===== src/rtl/bso_pkg.sv =====
`default_nettype none

package bso_pkg;

    // Three spatial axes, one lane each
    localparam int NUM_AXES = 3;

    // Stage advance enables for the pipelined squarer
    typedef struct packed {
        logic adv_s2;   // partial products
        logic adv_s3;   // square assembly
    } bso_sq_ctrl_t;

    // Stage advance enables for the merge stages
    typedef struct packed {
        logic adv_s4;   // sum of axis squares
        logic adv_s5;   // compare against radius squared
    } bso_merge_ctrl_t;

endpackage

`default_nettype wire


===== src/rtl/bso_square.sv =====
`default_nettype none

// Two-stage exact squarer: half-width partial products, then assembly.
module bso_square #(
    parameter int WIDTH = 32
) (
    input  wire logic                  aclk,
    input  wire bso_pkg::bso_sq_ctrl_t ctrl,
    input  wire logic [WIDTH-1:0]      a,
    output logic      [2*WIDTH-1:0]    sq
);

    localparam int LO_W = (WIDTH + 1) / 2;
    localparam int HI_W = WIDTH - LO_W;

    logic [LO_W-1:0] a0;
    logic [HI_W-1:0] a1;

    logic [2*LO_W-1:0]      p00_reg, p00_next;
    logic [LO_W+HI_W-1:0]   p01_reg, p01_next;
    logic [2*HI_W-1:0]      p11_reg, p11_next;
    logic [2*WIDTH-1:0]     sq_reg, sq_next;

    assign a0 = a[LO_W-1:0];
    assign a1 = a[WIDTH-1:LO_W];

    // Partial products
    always_comb begin
        p00_next = (2*LO_W)'(a0) * (2*LO_W)'(a0);
        p01_next = (LO_W+HI_W)'(a0) * (LO_W+HI_W)'(a1);
        p11_next = (2*HI_W)'(a1) * (2*HI_W)'(a1);
    end

    // a^2 = a1^2 * 2^(2L) + a0*a1 * 2^(L+1) + a0^2
    always_comb begin
        sq_next = ((2*WIDTH)'(p11_reg) << (2*LO_W))
                + ((2*WIDTH)'(p01_reg) << (LO_W + 1))
                + (2*WIDTH)'(p00_reg);
    end

    always_ff @(posedge aclk) begin
        if (ctrl.adv_s2) begin
            p00_reg <= p00_next;
            p01_reg <= p01_next;
            p11_reg <= p11_next;
        end
        if (ctrl.adv_s3) begin
            sq_reg <= sq_next;
        end
    end

    assign sq = sq_reg;

endmodule

`default_nettype wire


===== config.mk =====
export PLATFORM = sky130hd
export DESIGN_NAME = bso_square
export DESIGN_NICKNAME = d
export VERILOG_FILES = /design/src/rtl/bso_pkg.sv /design/src/rtl/bso_square.sv
export SDC_FILE = /design/constraint.sdc
export NUM_CORES = 2
export LEC_CHECK = 0
export BUFFER_PORTS_ARGS = -buffer_cell sky130_fd_sc_hd__buf_4
export CAP_MARGIN = 20
export CORE_MARGIN = 3
export CORE_UTILIZATION = 60
export CTS_BUF_LIST = sky130_fd_sc_hd__clkbuf_4
export CTS_CLUSTER_DIAMETER = 200
export DETAILED_ROUTE_END_ITERATION = 10
export GPL_TIMING_DRIVEN = 0
export HOLD_SLACK_MARGIN = 0.03
export PLACE_DENSITY = 0.86
export SKIP_LAST_GASP = 1
export SLEW_MARGIN = 20
export SYNTH_ARGS = -nofsm -noshare
export SYNTH_HDL_FRONTEND = slang
export SYNTH_SLANG_ARGS = --single-unit

===== constraint.sdc =====
create_clock -name aclk -period 6.9 [get_ports aclk]
set_clock_uncertainty 0.2 [all_clocks]
set_input_delay 0.345 -clock aclk [delete_from_list [all_inputs] [get_ports aclk]]
set_output_delay 0.345 -clock aclk [all_outputs]
set_load 0.005 [all_outputs]

==> impl_metrics.ini <==
[status]
status = complete, no violations

[floorplan]
io_pins = 99
fp-row-count = 80
die_w_um = 228
die_area_mm2 = 0.0519
core_area_mm2 = 0.0481
dieHeight_um = 228
initial_utilization_pct = 61.3

[worst_setup_path]
timing.critical_path.fanout_max = 10
cp-end-kind = register
worstSetupPathType = in2reg
crit_path_start_kind = primary input
path_common_cell = fa_1
worstPathRequired_ns = 7.11
worstPathBufferInverterCount = 6
cpMaxStageDelayCell = clkbuf_1
worst_path_dominant_cell_family = adder cells
path_cells = buf_4 > clkbuf_1 > and2_1 > fa_1 > inv_1 > fa_1 > fa_1 > fa_1 > inv_1 > fa_1 > inv_1 > fa_1 > inv_1 > ha_1 > a21o_1 > a21oi_1 > o32ai_2 > a221o_1 > a31o_1 > a41o_1 > a211o_1 > xnor2_4
critPathMaxStageDelay_ns = 0.62
timing.reg2reg.setup_slack_ns = 2.99
crit_arrival_ns = 7.08

[layout]
layout-drive-gt1-share_pct = 6.53
postLayoutCellArea_mm2 = 0.0317
most-common-layout-cells = inv_1 (734), fa_1 (521), ha_1 (336), nand2_1 (334), and2_1 (182)
largest_reg_flops = 63
flow.area_growth_from_synthesis_pct = 7.17
nNetsFinal = 4094
layout.cells.most_common = inv_1
n_fill_cell = 3592

[route]
avgViaCountPerCell = 5.68
drt-total-wl_mm = 74.1
drtAntennaViolNets = 0
first_iter_violations = 1746
firstDrtPassIters = 6
vias = 22000
drc = 0
wire_per_inst_um = 19.1

[logic_synthesis]
ys_ff_latch = 157
syn_nets = 3986
synthArstFlopShare_pct = 0
netlist_instances = 3094
synth-seq-area-share_pct = 16.0
yosys_warnings = 0
synth-edff-count = 157
yosys.cell_types.count = 71
synth_ff_type = edfxtp_1
postSynthAreaPerCell_um2 = 9.55
post_synth_instance_area_mm2 = 0.0295

[clock_tree]
tritoncts = yes
clock_insertion_delay_at_the_later_pin_of_the_skew_report_ns = 0.63
clkTransAtPathRegs_ns = 0.17
clock_tree.root_cell = clkbuf_4
cts_buffers = 17
cts_max_level = 4
clkSinkCount = 157
max-clock-path-buffers = 2

[global_route]
via_count_of_the_first_global_routing_pass = 23600
grt-ovfl-total = 0
grt_pass1_wl_mm = 119
grt_max_degree = 95
total_routing_usage_gr_pct = 29.1
grt_antenna_before_repair = 9

[placed_design]
finalWeightedCongestion = 0.969
detailed_place_hpwl_mm = 59.6
place.port_buffers = 93
post_dp_cell_area_mm2 = 0.0311
dp_slack_ns = -1.38

[sta]
setup_total_negative_slack_ns = 0
worst_slack_ns = 0.0349
worst_hold_slack_ns = 0.0798
hold_violations = 0
timing_worst_slew_pin_value_ns = 0.858
final_setup_violations = 0
maxClockFrequency_mhz = 146
finalWorstPathRequiredPeriod_ns = 6.87
finalCritPeriodShare_pct = 99.5
timing.slew.headroom_pct = 42.8
report.final.slew_viol_count = 0

[hold_path]
holdCritPathClass = in2reg

[run]
cap_violations = 0
==> path summary, 6_finish.rpt <==
kind | from | to | cells after the start
setup / recovery | a[21] | p01_reg[31] | 22
hold / removal | ctrl[1] | p11_reg[21] | 1
setup reg to reg | p00_reg[17] | sq[63] | 12
hold reg to reg | p00_reg[5] | sq[5] | 0
==> what timing repair did <==
action | CTS | global route
hold buffers | 5 | 0
endpoints found under the setup margin | 27 | 25
hold endpoints to repair | 4 | 0
resized for setup | 34 | 70
setup buffers | 0 | 2
pin swaps | 0 | 2
==> layout make-up <==
class	count	area (um2)	share of cell area [%]
diodes	9	22.5	0.0711
plain buffers	98	445	1.41
clock buffers	17	128	0.403
clock inverters	15	198	0.625
inverters	739	2780	8.77
multi-input cells	2089	21800	68.8
flip-flops and latches	157	4710	14.9
well taps	656	821	2.59
repair buffers	100	767	2.42
==> logic make-up after synthesis <==
group | count (synthesis) | synth area share [%]
AO/OA/AOI/OAI | 318 | 7.19
XOR/XNOR | 132 | 3.91
adder cells (fa/ha/maj) | 857 | 49.5
multiplexers | 4 | 0.148
flip-flops | 157 | 16.0
other | 1 | 0.0127
AND/OR/NAND/NOR | 777 | 12.4
buffers and inverters | 848 | 10.8
==> metal layers <==
metal / GRT usage (%) / vias up / share of wire [%]
met1: 35.6 / 10800 / 37
met5: 1.01 / - / 0.15
met4: 14.2 / 8 / 5.2
met2: 48.3 / 1148 / 47
met3: 7.57 / 311 / 10
li1: - / 9789 / -
==> cell usage after synthesis, types with 4 or more instances <==
library cell / number / area share [%]
a211oi_1: 18 / 0.46
a21o_1: 62 / 1.6
a21oi_1: 91 / 1.5
a221o_1: 4 / 0.14
a31oi_1: 7 / 0.15
and2_1: 182 / 3.9
and3_1: 16 / 0.34
and4_1: 6 / 0.18
clkbuf_1: 105 / 1.3
clkinv_1: 4 / 0.051
edfxtp_1: 157 / 16
fa_1: 521 / 35
ha_1: 336 / 14
inv_1: 735 / 9.3
nand2_1: 334 / 4.2
nand2b_1: 12 / 0.25
nand3_1: 34 / 0.58
nand4_1: 8 / 0.17
nor2_1: 129 / 1.6
nor2b_1: 19 / 0.40
nor3_1: 17 / 0.29
o2111ai_1: 4 / 0.12
o211ai_1: 12 / 0.31
o21a_1: 16 / 0.41
o21ai_0: 37 / 0.63
o21ai_1: 11 / 0.19
o21bai_1: 8 / 0.20
o31a_1: 4 / 0.12
o31ai_1: 8 / 0.20
or2_2: 5 / 0.11
xnor2_1: 94 / 2.8
xor2_1: 38 / 1.1
==> through the flow <==
| stage | util, % | cells |
|---|---|---|
| after floorplan | - | 3094 |
| after global placement | 64.5 | 3843 |
| after detailed placement | 64.5 | 3843 |
| after CTS | 65.4 | 3872 |
| after global routing | 65.7 | 3873 |
| final | 65.7 | 3880 |
Power is not shown: default switching activity piles up to over one toggle a cycle in this logic, so the estimate is an artifact.
