[src/rtl/bso_pkg.sv]
`default_nettype none

package bso_pkg;

    // Three spatial axes, one lane each
    localparam int NUM_AXES = 3;

    // Stage advance enables for the pipelined squarer
    typedef struct packed {
        logic adv_s2;   // partial products
        logic adv_s3;   // square assembly
    } bso_sq_ctrl_t;

    // Stage advance enables for the merge stages
    typedef struct packed {
        logic adv_s4;   // sum of axis squares
        logic adv_s5;   // compare against radius squared
    } bso_merge_ctrl_t;

endpackage

`default_nettype wire

[src/rtl/bso_merge.sv]
`default_nettype none

// Merge the lanes: exact sum of axis squares, then compare with radius squared.
module bso_merge #(
    parameter int WIDTH = 32
) (
    input  wire logic                                         aclk,
    input  wire bso_pkg::bso_merge_ctrl_t                     ctrl,
    input  wire logic [bso_pkg::NUM_AXES-1:0][2*WIDTH-1:0]    sq_dist,
    input  wire logic [2*WIDTH-1:0]                           r_sq,
    output logic                                              hit
);

    localparam int SUM_W = 2*WIDTH + $clog2(bso_pkg::NUM_AXES);

    logic [SUM_W-1:0]   sum_reg, sum_next;
    logic [2*WIDTH-1:0] rsq_reg;
    logic               hit_reg, hit_next;

    // Sum of squares, grown by enough bits to never overflow
    always_comb begin
        sum_next = '0;
        for (int i = 0; i < bso_pkg::NUM_AXES; i++) begin
            sum_next = sum_next + SUM_W'(sq_dist[i]);
        end
    end

    assign hit_next = (sum_reg <= SUM_W'(rsq_reg));

    always_ff @(posedge aclk) begin
        if (ctrl.adv_s4) begin
            sum_reg <= sum_next;
            rsq_reg <= r_sq;
        end
        if (ctrl.adv_s5) begin
            hit_reg <= hit_next;
        end
    end

    assign hit = hit_reg;

endmodule

`default_nettype wire
[config.mk]
export PLATFORM = sky130hd
export DESIGN_NAME = bso_merge
export DESIGN_NICKNAME = d
export VERILOG_FILES = /design/src/rtl/bso_pkg.sv /design/src/rtl/bso_merge.sv
export SDC_FILE = /design/constraint.sdc
export NUM_CORES = 1
export LEC_CHECK = 0
export BUFFER_PORTS_ARGS = -buffer_cell sky130_fd_sc_hd__buf_2
export CAP_MARGIN = 20
export CORE_AREA = 5 5 159 161
export DETAILED_ROUTE_END_ITERATION = 10
export DIE_AREA = 0 0 164 166
export GPL_TIMING_DRIVEN = 0
export PLACE_DENSITY_LB_ADDON = 0.25
export SLEW_MARGIN = 20
export SYNTH_ARGS = -nofsm -noshare
export SYNTH_HDL_FRONTEND = slang
export SYNTH_SLANG_ARGS = --single-unit
[constraint.sdc]
create_clock -name aclk -period 6.35 [get_ports aclk]
set_input_delay 0.9525 -clock aclk [delete_from_list [all_inputs] [get_ports aclk]]
set_output_delay 0.9525 -clock aclk [all_outputs]
set_load 0.02 [all_outputs]
==> impl_metrics.json <==
{
  "path_class": "in -> reg",
  "rr_endpoint": "hit$_DFFE_PP_",
  "cts_made_buffers": 17,
  "setup_violations": 0,
  "worstPathMaxFanout": 4,
  "viasPerCell": 5.16,
  "post_cts_buffers": 0,
  "clock_sinks": 131,
  "cts.htree.levels": 4,
  "ys_seq_elements": 131,
  "cts_root_buf": "clkbuf_16",
  "mappedNetlistArea_um2": 10500,
  "grt.met1_usage_pct": 24.8,
  "antenna_found_initial": 1,
  "wl_per_cell_um": 15.9,
  "fillers": 2170,
  "cts_tree": "yes",
  "first_iter_violations": 346,
  "io_pins": 260,
  "drv_slew": 0,
  "worst_setup_path_start_kind": "input port",
  "drc_errors": 0,
  "hp-class": "in -> reg",
  "period_needed_ns": 4.54,
  "gp_congestion": 0.889,
  "finalSetupTns_ns": 0,
  "power_leakage_uw": 0.00600,
  "overflow": 0,
  "die_x_um": 164,
  "synth.avg_cell_area_um2": 11.2,
  "syn_inst": 938,
  "layout_common_cells": "buf_2, edfxtp_1, ha_1, a21oi_1, inv_1",
  "crit_arrival_ns": 4.70,
  "post-route-period-util_pct": 71.4,
  "port_buffers": 259,
  "wirelength_mm": 24.7,
  "drive_above_1_share_pct": 26.7,
  "worst_pin_slew_ns": 0.693,
  "p_total_uw": 3630,
  "timing.rr.start": "rsq_reg[35]$_DFFE_PP_",
  "start_util_pct": 44.1,
  "crit_start": "sq_dist[1]",
  "timing.final.hold_violations": 0,
  "maxCapViolations": 0,
  "first_pass_iters": 5,
  "grt_pass1_wl_mm": 40.3,
  "end_kind": "flip-flop",
  "max_clock_freq_mhz": 220,
  "synthToLayoutAreaGrowth_pct": 21.9,
  "final_common_cell": "buf_2",
  "regToRegSetupSlack_ns": 3.81,
  "cpMaxStageDelayCell": "fa_1",
  "critical_path.cell_chain": "buf_2, fa_1, ha_1, fa_1, a21o_1, a221o_2, a21oi_2, o21ai_1, a41oi_1, nand3b_1, a41o_1, a221oi_2, o21ai_1, xor2_1",
  "rsz0062_at_grt": "false",
  "cts_buffer_depth": 2,
  "ir_drop_mv": 0.163,
  "met3_usage_pct": 3.65,
  "syn-num-nets": 1389,
  "dp_hpwl_mm": 20.5,
  "power_density_nw_per_um2": 283,
  "clock_latency_ns": 0.42,
  "yosys_warnings": 0,
  "relSlewSlack_pct": 53.3,
  "busiest_layer": "met2",
  "postLayoutCoreUtil_pct": 53.8,
  "status": "completed",
  "ctsResizeCount": 0,
  "die_h_um": 166,
  "grt_pass1_vias": 8364,
  "required_ns": 6.52,
  "coreArea_um2": 23800,
  "track_usage_pct": 18.3,
  "n_antenna_cell": 0,
  "antenna_left": 0,
  "largest_reg_flops": 66,
  "max_stage_delay_ns": 0.49,
  "ff2ff_path_depth": 11,
  "grt_max_degree": 77,
  "fin_skew_ns": 0.00830,
  "num_rows": 57,
  "clk_pin_slew_ns": 0.06,
  "ys_seq_area_share_pct": 37.4,
  "grt_use_met2_pct": 29.8,
  "cts-hold-fix-buffers": 0,
  "ys_types": 63,
  "route.vias.total": 8021,
  "whs_ns": 0.707,
  "worstSetupEndpoint": "sum_reg[47]$_DFFE_PP_",
  "finalNetCount": 1668,
  "die-area_um2": 27200
}
==> worst max-delay path, delay by kind of cell <==
| family | cells | cell delay [ns] |
|---|---|---|
| AO/OA/AOI/OAI | 8 | 2.14 |
| XOR/XNOR | 1 | 0.15 |
| adder cells (fa/ha/maj) | 3 | 1.15 |
| buffers and inverters | 1 | 0.11 |
| AND/OR/NAND/NOR | 1 | 0.21 |
==> cell families (layout without fill, tap and decap cells) <==
kind of cell | count (synthesis) | count (layout) | synth area share, %
adder cells (fa/ha/maj) | 192 | 192 | 27.5
AO/OA/AOI/OAI | 268 | 268 | 17.1
flip-flops | 131 | 131 | 37.4
XOR/XNOR | 60 | 60 | 5.00
AND/OR/NAND/NOR | 187 | 187 | 9.14
buffers and inverters | 100 | 391 | 3.89
==> through the flow <==
stage / instances / cell area, um2 / setup slack, ns
6_report: 1553 / 12800 / 1.81
4_1_cts: 1553 / 12800 / 1.84
3_5_place_dp: 1522 / 12300 / 1.42
2_1_floorplan: 938 / 10500 / 2.10
3_3_place_gp: 1521 / 12200 / 1.38
5_1_grt: 1553 / 12800 / 1.71
==> layout make-up <==
class | count | area (um2) | share of cell area [%]
Inverter | 77 | 289 | 2.25
Tap cell | 324 | 405 | 3.16
Buffer | 23 | 120 | 0.937
Clock inverter | 14 | 140 | 1.09
Clock buffer | 17 | 425 | 3.32
Sequential cell | 131 | 3930 | 30.7
Multi-Input combinational cell | 707 | 6170 | 48.2
Timing Repair Buffer | 260 | 1330 | 10.4
==> worst min-delay path by stage <==
stage                                from                     to  depth (start not counted)
finish                           r_sq[44]  rsq_reg[44]$_DFFE_PP_                          1
global route                     r_sq[46]  rsq_reg[46]$_DFFE_PP_                          1
CTS                              r_sq[47]  rsq_reg[47]$_DFFE_PP_                          1
detailed placement  sum_reg[65]$_DFFE_PP_          hit$_DFFE_PP_                          3
global placement    sum_reg[64]$_DFFE_PP_          hit$_DFFE_PP_                          3
floorplan           sum_reg[64]$_DFFE_PP_          hit$_DFFE_PP_                          3
==> cells in the mapped netlist, drive strengths merged <==
cell type / instances / area share (%)
o211ai: 7 / 0.50
xor2: 24 / 2.0
and4: 4 / 0.35
a21o: 75 / 5.4
or3: 1 / 0.060
nor2b: 7 / 0.42
a221oi: 3 / 0.31
a31o: 2 / 0.17
xnor2: 36 / 3.0
a31oi: 17 / 1.0
or2: 3 / 0.18
o21bai: 7 / 0.50
inv: 77 / 2.7
a211oi: 5 / 0.40
o31ai: 1 / 0.071
a41oi: 7 / 1.0
o21ai: 43 / 2.1
o2111ai: 1 / 0.083
o21a: 4 / 0.30
and2: 9 / 0.54
a21oi: 82 / 4.0
a21bo: 1 / 0.095
and3: 11 / 0.67
or4: 2 / 0.14
ha: 127 / 15
buf: 17 / 0.93
nor4: 1 / 0.060
nand4: 30 / 1.8
o31a: 2 / 0.25
nand2b: 5 / 0.30
nand3: 11 / 0.52
a21boi: 2 / 0.14
a221o: 1 / 0.11
nor2: 33 / 1.2
edfxtp: 131 / 37
a211o: 2 / 0.17
a41o: 1 / 0.095
clkbuf: 6 / 0.21
fa: 65 / 12
nand2: 57 / 2.1
o22ai: 1 / 0.060
o41ai: 2 / 0.24
nor3: 10 / 0.58
a2111oi: 2 / 0.17
nand3b: 3 / 0.21
==> routing by layer <==
layer	up-vias	part of all wire [%]
met1	3708	45
li1	4023	-
met5	-	0.053
met2	253	47
met4	2	1.8
met3	35	5.8
==> power breakdown <==
group          leakage [uW]  switching (uW)  total (uW)  internal [uW]
Sequential          0.00128            52.7        1240           1190
Clock              0.000262             378         950            572
Combinational       0.00446             800        1440            641
Total               0.00600            1230        3630           2400
(Power assumes the default switching activity.)
